[config.mk]
export PLATFORM = sky130hd
export DESIGN_NAME = grid_ring_mesh_index_generator_flat
export DESIGN_NICKNAME = d
export VERILOG_FILES = /design/src/rtl/gmig_pkg.sv /design/src/rtl/gmig_if.sv /design/src/rtl/grid_ring_mesh_index_generator.sv /design/src/rtl/gmig_step.sv /design/src/flat_wrapper.sv
export SDC_FILE = /design/constraint.sdc
export NUM_CORES = 1
export LEC_CHECK = 0
export BUFFER_PORTS_ARGS = -buffer_cell sky130_fd_sc_hd__clkbuf_2
export CORE_ASPECT_RATIO = 0.9
export CORE_MARGIN = 2
export CORE_UTILIZATION = 60
export CTS_CLUSTER_DIAMETER = 100
export CTS_CLUSTER_SIZE = 30
export DETAILED_ROUTE_END_ITERATION = 12
export MAX_ROUTING_LAYER = met4
export PLACE_DENSITY = 0.75
export SETUP_SLACK_MARGIN = 0.4
export SYNTH_ARGS = -nofsm -noshare
export SYNTH_HDL_FRONTEND = slang
export SYNTH_SLANG_ARGS = --single-unit
[constraint.sdc]
create_clock -name i_clk -period 19.14 [get_ports i_clk]
set_clock_uncertainty 0.15 [all_clocks]
set_input_delay 0.957 -clock i_clk [delete_from_list [all_inputs] [get_ports i_clk]]
set_output_delay 0.957 -clock i_clk [all_outputs]
set_load 0.005 [all_outputs]
[src/rtl/gmig_pkg.sv]
// Package with the shared types, constants and helper functions of the mesh index generator.
`timescale 1ns / 1ps

package gmig_pkg;

    localparam int INDEX_BITS_DEF = 16;
    localparam int VERTEX_W       = 16;

    localparam logic [7:0] CELLS_RESET = 8'd101;
    localparam logic [7:0] CELLS_MIN   = 8'd1;
    localparam logic [7:0] CELLS_MAX   = 8'd252;

    typedef enum logic [1:0] {
        PH_GRID    = 2'd0,
        PH_BORDER  = 2'd1,
        PH_HORIZON = 2'd2
    } t_phase;

    typedef enum logic [1:0] {
        SIDE_FRONT = 2'd0,
        SIDE_RIGHT = 2'd1,
        SIDE_BACK  = 2'd2,
        SIDE_LEFT  = 2'd3
    } t_side;

    // Mesh geometry, recomputed only at reset and when the size register is written.
    typedef struct packed {
        logic [7:0]          n;         // cells per side
        logic [8:0]          s;         // vertices per side
        logic [VERTEX_W-1:0] sn;        // s * n
        logic [VERTEX_W-1:0] first;     // first border vertex, s * s
        logic [VERTEX_W-1:0] ring_end;  // one past the last border vertex
    } t_geom;

    // Walk state of the triangle sequence.
    typedef struct packed {
        t_phase              phase;
        t_side               side;
        logic [7:0]          row;
        logic [7:0]          col;
        logic                second_half;
        logic [VERTEX_W-1:0] cell_base;
        logic [VERTEX_W-1:0] ring_v;
        logic [VERTEX_W-1:0] edge_v;
    } t_seq;

    localparam t_seq SEQ_START = '{
        phase:       PH_GRID,
        side:        SIDE_FRONT,
        row:         8'd0,
        col:         8'd0,
        second_half: 1'b0,
        cell_base:   '0,
        ring_v:      '0,
        edge_v:      '0
    };

    typedef struct packed {
        logic [VERTEX_W-1:0] vertex_a;
        logic [VERTEX_W-1:0] vertex_b;
        logic [VERTEX_W-1:0] vertex_c;
        logic [1:0]          region;
        logic                last_triangle;
    } t_tri;

    function automatic logic [7:0] clamp_cells(input logic [7:0] value);
        logic [7:0] v;
        begin
            v = value;
            if (v < CELLS_MIN) begin
                v = CELLS_MIN;
            end
            if (v > CELLS_MAX) begin
                v = CELLS_MAX;
            end
            return v;
        end
    endfunction

    function automatic t_geom geom_of(input logic [7:0] n);
        t_geom      g;
        logic [8:0] s;
        begin
            s          = {1'b0, n} + 9'd1;
            g.n        = n;
            g.s        = s;
            g.sn       = VERTEX_W'(s) * VERTEX_W'(n);
            g.first    = VERTEX_W'(s) * VERTEX_W'(s);
            g.ring_end = g.first + VERTEX_W'({n, 2'b00});
            return g;
        end
    endfunction

    // Grid vertex at which a border side starts walking.
    function automatic logic [VERTEX_W-1:0] side_start(input t_side side, input t_geom g);
        logic [VERTEX_W-1:0] v;
        begin
            case (side)
                SIDE_FRONT: v = g.sn;
                SIDE_RIGHT: v = g.sn + VERTEX_W'(g.n);
                SIDE_BACK:  v = VERTEX_W'(g.n);
                SIDE_LEFT:  v = '0;
                default:    v = '0;
            endcase
            return v;
        end
    endfunction

endpackage

[src/rtl/gmig_if.sv]
// Valid/ready channel interfaces for the request and triangle streams.
`timescale 1ns / 1ps

interface gmig_req_if;
    logic valid;
    logic ready;
    logic restart;

    modport source (output valid, output restart, input ready);
    modport sink   (input valid, input restart, output ready);
endinterface

interface gmig_tri_if;
    logic                          valid;
    logic                          ready;
    logic [gmig_pkg::VERTEX_W-1:0] vertex_a;
    logic [gmig_pkg::VERTEX_W-1:0] vertex_b;
    logic [gmig_pkg::VERTEX_W-1:0] vertex_c;
    logic [1:0]                    region;
    logic                          last_triangle;

    modport source (output valid, output vertex_a, output vertex_b, output vertex_c,
                    output region, output last_triangle, input ready);
    modport sink   (input valid, input vertex_a, input vertex_b, input vertex_c,
                    input region, input last_triangle, output ready);
endinterface

[src/rtl/grid_ring_mesh_index_generator.sv]
// Top level of the square mesh triangle index generator.
// A result appears in the output register the cycle after its request transaction.
// Throughput: one triangle per cycle; a request is taken whenever the output register is
// empty or is being drained in the same cycle.
// Reset (synchronous, active low) sets cells_per_side to 101 and the walk to the first
// grid triangle, and empties the output register.
`timescale 1ns / 1ps

module grid_ring_mesh_index_generator #(
    parameter int INDEX_BITS = gmig_pkg::INDEX_BITS_DEF
) (
    input  logic        i_clk,
    input  logic        i_rst_n,
    input  logic        i_cfg_we,
    input  logic [7:0]  i_cfg_data,
    gmig_req_if.sink    i_req,
    gmig_tri_if.source  o_tri
);

    // Walk state and the geometry derived from the size register. The geometry
    // (vertices per side, border base and so on) is computed once at write time so
    // that the per-triangle path holds only adds, compares and selects.
    gmig_pkg::t_seq  r_seq;
    gmig_pkg::t_seq  n_seq;
    gmig_pkg::t_geom r_geom;
    gmig_pkg::t_tri  n_tri;
    gmig_pkg::t_tri  r_tri;
    logic            r_out_valid;
    logic            req_ready;
    logic            req_take;

    // The output register accepts a new triangle when it is empty or drained this cycle.
    assign req_ready   = !r_out_valid || o_tri.ready;
    assign req_take    = i_req.valid && req_ready;
    assign i_req.ready = req_ready;

    gmig_step #(
        .INDEX_BITS (INDEX_BITS)
    ) u_step (
        .i_geom    (r_geom),
        .i_seq     (r_seq),
        .i_restart (i_req.restart),
        .o_seq     (n_seq),
        .o_tri     (n_tri)
    );

    // Control state. A size write also restarts the walk at the first grid triangle;
    // the user must write only while the block is idle; the block itself does not enforce it.
    always_ff @(posedge i_clk) begin
        if (!i_rst_n) begin
            r_geom      <= gmig_pkg::geom_of(gmig_pkg::CELLS_RESET);
            r_seq       <= gmig_pkg::SEQ_START;
            r_out_valid <= 1'b0;
        end else begin
            if (i_cfg_we) begin
                r_geom <= gmig_pkg::geom_of(gmig_pkg::clamp_cells(i_cfg_data));
                r_seq  <= gmig_pkg::SEQ_START;
            end else if (req_take) begin
                r_seq <= n_seq;
            end
            if (req_take) begin
                r_out_valid <= 1'b1;
            end else if (o_tri.ready) begin
                r_out_valid <= 1'b0;
            end
        end
    end

    // Result payload needs no reset; it is qualified by the valid flag.
    always_ff @(posedge i_clk) begin
        if (req_take) begin
            r_tri <= n_tri;
        end
    end

    assign o_tri.valid         = r_out_valid;
    assign o_tri.vertex_a      = r_tri.vertex_a;
    assign o_tri.vertex_b      = r_tri.vertex_b;
    assign o_tri.vertex_c      = r_tri.vertex_c;
    assign o_tri.region        = r_tri.region;
    assign o_tri.last_triangle = r_tri.last_triangle;

endmodule

[src/rtl/gmig_step.sv]
// Combinational step: one triangle from the walk state, plus the next walk state.
`timescale 1ns / 1ps

module gmig_step #(
    parameter int INDEX_BITS = gmig_pkg::INDEX_BITS_DEF
) (
    input  gmig_pkg::t_geom i_geom,
    input  gmig_pkg::t_seq  i_seq,
    input  logic            i_restart,
    output gmig_pkg::t_seq  o_seq,
    output gmig_pkg::t_tri  o_tri
);

    localparam int VW      = gmig_pkg::VERTEX_W;
    localparam int MASK_W  = (INDEX_BITS < VW) ? INDEX_BITS : VW;
    localparam logic [VW-1:0] IDX_MASK = VW'((65'd1 << MASK_W) - 65'd1);

    gmig_pkg::t_seq eff;
    logic [VW-1:0]  p00, p01, p10, p11, ring_inc;
    logic [8:0]     col_inc, row_inc;
    logic           wrap, last;
    logic [1:0]     region;

    always_comb begin
        if (i_restart || !(i_seq.phase inside {gmig_pkg::PH_GRID, gmig_pkg::PH_BORDER,
                                               gmig_pkg::PH_HORIZON})) begin
            eff = gmig_pkg::SEQ_START;
        end else begin
            eff = i_seq;
        end

        col_inc  = {1'b0, eff.col} + 9'd1;
        row_inc  = {1'b0, eff.row} + 9'd1;
        wrap     = col_inc >= {1'b0, i_geom.n};
        ring_inc = eff.ring_v + VW'(1);
        p00      = '0;
        p01      = '0;
        p10      = '0;
        p11      = '0;
        last     = 1'b0;
        region   = eff.phase;

        case (eff.phase)
            gmig_pkg::PH_GRID: begin
                p00 = eff.cell_base;
                p10 = eff.cell_base + VW'(1);
                p01 = eff.cell_base + VW'(i_geom.s);
                p11 = p01 + VW'(1);
            end
            gmig_pkg::PH_BORDER: begin
                p00 = eff.edge_v;
                case (eff.side)
                    gmig_pkg::SIDE_FRONT: p10 = eff.edge_v + VW'(1);
                    gmig_pkg::SIDE_RIGHT: p10 = eff.edge_v - VW'(i_geom.s);
                    gmig_pkg::SIDE_BACK:  p10 = eff.edge_v - VW'(1);
                    gmig_pkg::SIDE_LEFT:  p10 = eff.edge_v + VW'(i_geom.s);
                    default:              p10 = eff.edge_v;
                endcase
                p01 = eff.ring_v;
                // The last border vertex wraps back to the first.
                p11 = (ring_inc >= i_geom.ring_end) ? i_geom.first : ring_inc;
            end
            gmig_pkg::PH_HORIZON: begin
                p00  = eff.ring_v;
                p10  = ring_inc;
                p01  = eff.edge_v;
                p11  = eff.edge_v + VW'(1);
                last = wrap && eff.second_half;
            end
            default: begin
                region = 2'd0;
            end
        endcase

        o_tri.vertex_a      = p00 & IDX_MASK;
        o_tri.vertex_b      = (eff.second_half ? p11 : p01) & IDX_MASK;
        o_tri.vertex_c      = (eff.second_half ? p10 : p11) & IDX_MASK;
        o_tri.region        = region;
        o_tri.last_triangle = last;

        o_seq = eff;
        if (!eff.second_half) begin
            o_seq.second_half = 1'b1;
        end else begin
            o_seq.second_half = 1'b0;
            o_seq.col         = col_inc[7:0];
            case (eff.phase)
                gmig_pkg::PH_GRID: begin
                    o_seq.cell_base = eff.cell_base + VW'(1);
                    if (wrap) begin
                        o_seq.col       = 8'd0;
                        o_seq.cell_base = eff.cell_base + VW'(2);
                        o_seq.row       = row_inc[7:0];
                        if (row_inc >= {1'b0, i_geom.n}) begin
                            o_seq.row    = 8'd0;
                            o_seq.phase  = gmig_pkg::PH_BORDER;
                            o_seq.side   = gmig_pkg::SIDE_FRONT;
                            o_seq.edge_v = i_geom.sn;
                            o_seq.ring_v = i_geom.first;
                        end
                    end
                end
                gmig_pkg::PH_BORDER: begin
                    o_seq.ring_v = ring_inc;
                    if (wrap) begin
                        o_seq.col = 8'd0;
                        if (eff.side == gmig_pkg::SIDE_LEFT) begin
                            o_seq.side   = gmig_pkg::SIDE_FRONT;
                            o_seq.phase  = gmig_pkg::PH_HORIZON;
                            o_seq.ring_v = i_geom.first;
                            o_seq.edge_v = i_geom.ring_end;
                        end else begin
                            o_seq.side   = gmig_pkg::t_side'(eff.side + 2'd1);
                            o_seq.edge_v = gmig_pkg::side_start(
                                gmig_pkg::t_side'(eff.side + 2'd1), i_geom);
                        end
                    end else begin
                        // Next edge vertex is this quad's other corner on the same edge.
                        o_seq.edge_v = p10;
                    end
                end
                gmig_pkg::PH_HORIZON: begin
                    o_seq.ring_v = ring_inc;
                    o_seq.edge_v = eff.edge_v + VW'(1);
                    if (wrap) begin
                        o_seq = gmig_pkg::SEQ_START;
                    end
                end
                default: begin
                    o_seq = gmig_pkg::SEQ_START;
                end
            endcase
        end
    end

endmodule
[src/flat_wrapper.sv]
// flat-port wrapper written by rule: the top's interface ports become plain ports
module grid_ring_mesh_index_generator_flat 
#(
    parameter int INDEX_BITS = gmig_pkg::INDEX_BITS_DEF
)
  (i_clk, i_rst_n, i_cfg_we, i_cfg_data, i_req_valid, i_req_restart, i_req_ready, o_tri_valid, o_tri_vertex_a, o_tri_vertex_b, o_tri_vertex_c, o_tri_region, o_tri_last_triangle, o_tri_ready);
  gmig_req_if i_req_i ();
  gmig_tri_if o_tri_i ();
  input  logic i_clk;
  input  logic i_rst_n;
  input  logic i_cfg_we;
  input  logic [7:0] i_cfg_data;
  input wire logic [$bits(i_req_i.valid)-1:0] i_req_valid;
  input wire logic [$bits(i_req_i.restart)-1:0] i_req_restart;
  output wire logic [$bits(i_req_i.ready)-1:0] i_req_ready;
  output wire logic [$bits(o_tri_i.valid)-1:0] o_tri_valid;
  output wire logic [$bits(o_tri_i.vertex_a)-1:0] o_tri_vertex_a;
  output wire logic [$bits(o_tri_i.vertex_b)-1:0] o_tri_vertex_b;
  output wire logic [$bits(o_tri_i.vertex_c)-1:0] o_tri_vertex_c;
  output wire logic [$bits(o_tri_i.region)-1:0] o_tri_region;
  output wire logic [$bits(o_tri_i.last_triangle)-1:0] o_tri_last_triangle;
  input wire logic [$bits(o_tri_i.ready)-1:0] o_tri_ready;
  assign i_req_i.valid = i_req_valid;
  assign i_req_i.restart = i_req_restart;
  assign i_req_ready = i_req_i.ready;
  assign o_tri_valid = o_tri_i.valid;
  assign o_tri_vertex_a = o_tri_i.vertex_a;
  assign o_tri_vertex_b = o_tri_i.vertex_b;
  assign o_tri_vertex_c = o_tri_i.vertex_c;
  assign o_tri_region = o_tri_i.region;
  assign o_tri_last_triangle = o_tri_i.last_triangle;
  assign o_tri_i.ready = o_tri_ready;
  grid_ring_mesh_index_generator #(.INDEX_BITS(INDEX_BITS)) u_core (.i_clk(i_clk), .i_rst_n(i_rst_n), .i_cfg_we(i_cfg_we), .i_cfg_data(i_cfg_data), .i_req(i_req_i), .o_tri(o_tri_i));
endmodule
* Yosys cells after proc, flatten, opt, wreduce, memory -nomap -nowiden *
Index checks and enable logic that the tools add are counted.

storage, ports and cells
  word-level logic and storage cells = 106
  register bits after elaboration = 186
  input bits = 14
  output and inout port bits = 53

operators by class
  reductions and logical operators = 14
  $add $sub $neg = 15
  bitwise gates (word level) = 1
  multiply operators = 2
  equal/unequal tests = 10
  $lt $le $gt $ge = 5
  multiplexer cells = 40

operator list
  cell                     count
  $pmux W16 S3             5
  $mux W69                 2
  $pmux W16 S4             2
  $mux W16                 7
  $mux W48                 2
  $pmux W32 S3             1
  $add A16 B1 Y16 const B  4
  $mux W8                  7
  $pmux W8 S3              2
  $mux W20                 2
  $add A16 B9 Y16          2
  $mux W32                 1
  $add A8 B1 Y9 const B    3
  $ge A9 B8 Y1             2
  $add A16 B10 Y16         1
  $add A16 B2 Y16 const B  1
  $add A16 B8 Y16          1
  $ge A16 B16 Y1           1
  $mul A9 B8 Y16           1
  $mul A9 B9 Y16           1
  $sub A16 B1 Y16 const B  1
  $sub A16 B9 Y16          1
  $eq A2 B2 Y1 const B     6
  $mux W12                 1
  17 further kinds         30

* Logic depth before layout (Yosys ltp) *
  word-level depth = 12
  mapped depth = 30
  gate-level depth less buffers = 27

* Cells and area by module *
From an unflattened synthesis, not the netlist that was laid out.

unflattened totals
  cell total of the unflattened synthesis = 2548
  area, all modules = 19454.9 um^2

by module, submodules not included
  module                          sequential area each (um^2)  instances  area an instance (um^2)  cells each
  grid_ring_mesh_index_generator  4113.9                       1          10650.2                  1137
  gmig_step                       0.0                          1          8804.7                   1411

* Worst setup path after synthesis *
No wires, ideal clock.

  path type = input to register
  start = in i_cfg_data[2]
  end = reg u_core.r_geom[15] in the netlist's numbering
  required time = 18.863 ns
  data arrival time = 7.747 ns
  path slack = 11.116 ns
  buffers on the path = 3
  setup time = 0.127 ns
  stages on the path = 28
  path through = clkbuf_1 -> nor4_1 -> a21oi_1 -> nor2_1 -> clkbuf_1 -> ha_1 -> inv_1 -> ha_1 -> clkbuf_1 -> clkinv_1 -> nand2_1 -> fa_1 -> fa_1 -> inv_1 -> fa_1 -> inv_1 -> fa_1 -> inv_1 -> ha_1 -> xnor2_1 -> ha_1 -> inv_1 -> o21ai_0 -> a2111oi_0 -> or3_4 -> or4b_1 -> xor2_1 -> o22ai_2

on the way
  cells in the longest elaborated chain, start to end = 11

ends and longest elaborated chain
  item                  RTL line                              text
  start, declared       flat_wrapper.sv:12                    input logic [7:0] i_cfg_data;
  $lt A8 B1 Y1          gmig_pkg.sv:70                        if (v < CELLS_MIN) begin
  $mux W8 (*)           gmig_pkg.sv:70
  $mux W8 (*)           grid_ring_mesh_index_generator.sv:55  if (i_cfg_we) begin
  $mux W8 (*)           grid_ring_mesh_index_generator.sv:50  if (!i_rst_n) begin
  $gt A8 B8 Y1          gmig_pkg.sv:73                        if (v > CELLS_MAX) begin
  $mux W8 (*)           gmig_pkg.sv:73
  $mux W8 (*)           grid_ring_mesh_index_generator.sv:55
  $mux W8 (*)           grid_ring_mesh_index_generator.sv:50
  $add A8 B1 Y9         gmig_pkg.sv:84                        s = {1'b0, n} + 9'd1;
  $mul A9 B9 Y16        gmig_pkg.sv:88                        g.first = VERTEX_W'(s) * VERTEX_W'(s);
  $add A16 B10 Y16 (*)  gmig_pkg.sv:89                        g.ring_end = g.first + VERTEX_W'({n, 2'b00});
  end signal, assigned  grid_ring_mesh_index_generator.sv:51  r_geom <= gmig_pkg::geom_of(gmig_pkg::CELLS_RESET);
  end signal, assigned  grid_ring_mesh_index_generator.sv:56  r_geom <= gmig_pkg::geom_of(gmig_pkg::clamp_cells(i_cfg_data));
  end, declared         grid_ring_mesh_index_generator.sv:25  gmig_pkg::t_geom r_geom;

Every way passes the cells marked *; elsewhere a longest branch is shown, timed or not. The select of a mux whose other input is x is not followed.
A chain may end at the register's enable or synchronous reset.

* Worst setup path in the final report *
  start = in i_cfg_data[3]
  end = reg u_core.r_geom[15] in the netlist's numbering

Same word-level chain as after synthesis.

==> qor.yml <==
cts_root_buf: "clkbuf_16"
routed_wl_um: 71690
synth_simple_gate_area_frac: 0.1983
slowest_stage: "nor3_1"
cts_tree: "done"
synth_warnings: 0
clock_path_buffers: 2
clk_latency_ps: 460
ios: 67
grt-ovfl-total: 0
path_common_cell: "inv_1"
ant_nets: 0
period_needed_ps: 8398
synth_area_leaders: "dfxtp_1 14%, ha_1 10%, fa_1 8.4%"
yosys_most_used_dff: "dfxtp_1"
syn_area_mm2: 0.01862
io_buffers: 66
syn-mean-instance-area_um2: 7.927
p_per_area_mw_per_mm2: 87.87
drive_gt1_frac: 0.07971
drtPass1Iterations: 7
synthXorXnorAreaFrac: 0.05974
antenna_found_initial: 4
r2r_cells: 17
num_rows: 61
grt_pass1_vias: 17254
hold_end: "u_core.r_geom[10]$_SDFFE_PN0P_"
rsz0062_at_grt: "no"
ir_drop_uv: 115.6
regToRegStartpoint: "u_core.r_seq[68]$_SDFFE_PP0P_"
critPathCaptureType: "register"
routedWlPerCell_um: 26.22
dpl.hpwl_um: 55140
leakage_uw: 0.008217
slew_viol_final: 0
grt_usage: 0.4539
clockPowerShare: 0.216
viasPerCell: 6.919
grt_max_degree: 68
ys_types: 100
startpoint_type: "input pin"
route.detailed.drc: 0
yosys.area_share.adder: 0.1867
ys_async_sr_fraction: 0
crit_arrival_ps: 8590
clkSinkCount: 180
fin_setup_tns_ps: 0
synthCells: 2349
synth-compound-area-share: 0.2226
grt_pass1_wl_um: 107000
start_util: 0.6054
cts_max_level: 4
p_sw_uw: 756.5
critPathKind: "in -> reg"
post_cts_buffers: 0
finalCritPeriodShare: 0.4388
status: "complete, no violations"
p_int_uw: 974.2
yosysMostFrequentCell: "nor2_1"
critPathBufInv: 8
cts-hold-fix-buffers: 0
num_vias: 18916
path_clk_slew_ps: 80
fillerInstances: 2712
hold_class: "reg -> reg"
ys_ff_latch: 180
synth-seq-area-share: 0.2209
combPwrFrac: 0.507
die_w_um: 189.7
worstMarginPinSlew_ps: 1311
synth-edff-count: 51
drt-initial-drc-count: 2919
timing.fmax_mhz: 119.1
worstHoldPathCells: 2
gp_congestion: 1.074
dieArea_mm2: 0.03246
cp_max_fo: 15
die_y_um: 171.1
core_region_area_mm2: 0.03076
switching_share: 0.4371
power_uw: 1731
synthTopCellsByCount: "243 x nor2_1, 195 x nand2_1, 187 x inv_1, 163 x a21oi_1, 153 x ha_1"
synth.mux.area_fraction: 0.03830
seq_power_share: 0.277
relSlewSlack: 0.1032
r2r_setup_slack_ps: 13130
hold_viol_final: 0
syn-num-nets: 2594
nets: 2553
hold_ws_ps: 360.5
yosysTopAreaCellShare: 0.1387
max_stage_delay_ps: 810
numCtsBuffers: 17
cts-resized-gates: 0
critical-path-top-delay-family: "adder cells"
maxCapViolations: 0
finalSetupViolations: 0
synth_top_family_by_area: "compound AO/OA/AOI/OAI gates"
yosysTopAreaCell: "dfxtp_1"
required_ps: 19330
hold_start: "u_core.r_geom[10]$_SDFFE_PN0P_"
syn_to_final_growth_pct: 5.779
r2r-end: "u_core.o_tri.vertex_c[10]$_DFFE_PP_"
[placed cells by master, fill, tap and decap left out, types with 26 or more instances in the layout]
cell      count
nand2_1     195
xnor2_1      75
dfxtp_1     129
ha_1        153
nor2_1      240
a211oi_1     36
mux2i_1      60
edfxtp_1     51
nand3_1      68
clkbuf_2     66
a21oi_1     163
o21ai_0     128
buf_4        30
fa_1         78
a22oi_1      30
a21o_1       26
and2_1       34
xor2_1       52
inv_1       186
and3_1       30
nor3_1       56
[per-stage QoR]
stage / cells / util / worst slack, ps / cell area [µm²]
after floorplan: 2349 / - / 11120 / 18620
after CTS: 2730 / 0.6400 / 10900 / 19690
after global placement: 2698 / 0.6197 / 10530 / 19060
after global routing: 2734 / 0.6404 / 10360 / 19700
final: 2734 / 0.6404 / 10740 / 19700
after detailed placement: 2698 / 0.6197 / 10440 / 19060
[kinds of logic after synthesis]
| family | after synthesis |
|---|---|
| fa+ha+maj | 231 |
| other cells | 2 |
| flops | 180 |
| mux | 70 |
| buf+inv | 347 |
| simple gates | 769 |
| compound gates | 623 |
| xor+xnor | 127 |
[tightest hold or removal path, stage by stage (launching register included)]
cell     delay, ps
dfxtp_1        350
nand2_1         70
a21oi_1         50
[power groups by stage]
stage | Combinational [µW] | Sequential [µW] | Clock [µW]
after detailed placement | 861 | 482 | 0
after CTS | 868 | 474 | 374
after floorplan | 661 | 457 | 0
after global placement | 816 | 482 | 0
after global routing | 981 | 477 | 389
final | 878 | 479 | 374
[layer usage]
layer | part of all wire | wire (µm) | global-route usage | vias to the layer above
met1 | 0.41 | 29460 | 0.6325 | 8997
met4 | 0.038 | 2693 | 0.1453 | 0
met3 | 0.16 | 11340 | 0.1608 | 213
met5 | 0 | 0 | - | -
met2 | 0.39 | 28210 | 0.6068 | 1393
li1 | - | - | - | 8313
[sequential cells by signal, summed over array words and instances (netlist names)]
name and count:
u_core.o_tri.last_triangle 1, u_core.o_tri.region 2, u_core.o_tri.valid 1, u_core.o_tri.vertex_a 16, u_core.o_tri.vertex_b 16, u_core.o_tri.vertex_c 16, u_core.r_geom 59, u_core.r_seq 69
[area by class of cell]
type | instances | area, µm² | area share
inverters | 191 | 719.4 | 0.03653
clock buffers | 18 | 450.4 | 0.02287
multi-input cells | 1822 | 13160 | 0.6681
repair buffers | 96 | 555.5 | 0.02820
clock inverters | 14 | 175.2 | 0.008893
flip-flops and latches | 180 | 4114 | 0.2089
well taps | 409 | 511.7 | 0.02598
diodes | 4 | 10.01 | 0.0005082
[worst max path at each step]
stage | startpoint | end | slack (ps) | cells past startpoint
after floorplan | i_cfg_data[2] | u_core.r_geom[15]$_SDFFE_PN0P_ | 11120 | 28
after global placement | i_cfg_data[3] | u_core.r_geom[15]$_SDFFE_PN0P_ | 10530 | 26
after detailed placement | i_cfg_data[2] | u_core.r_geom[15]$_SDFFE_PN0P_ | 10440 | 26
after CTS | i_cfg_data[3] | u_core.r_geom[15]$_SDFFE_PN0P_ | 10900 | 26
after global routing | i_cfg_data[2] | u_core.r_geom[15]$_SDFFE_PN0P_ | 10360 | 26
final | i_cfg_data[3] | u_core.r_geom[15]$_SDFFE_PN0P_ | 10740 | 26
No activity file was read; power rests on OpenSTA's default activity.
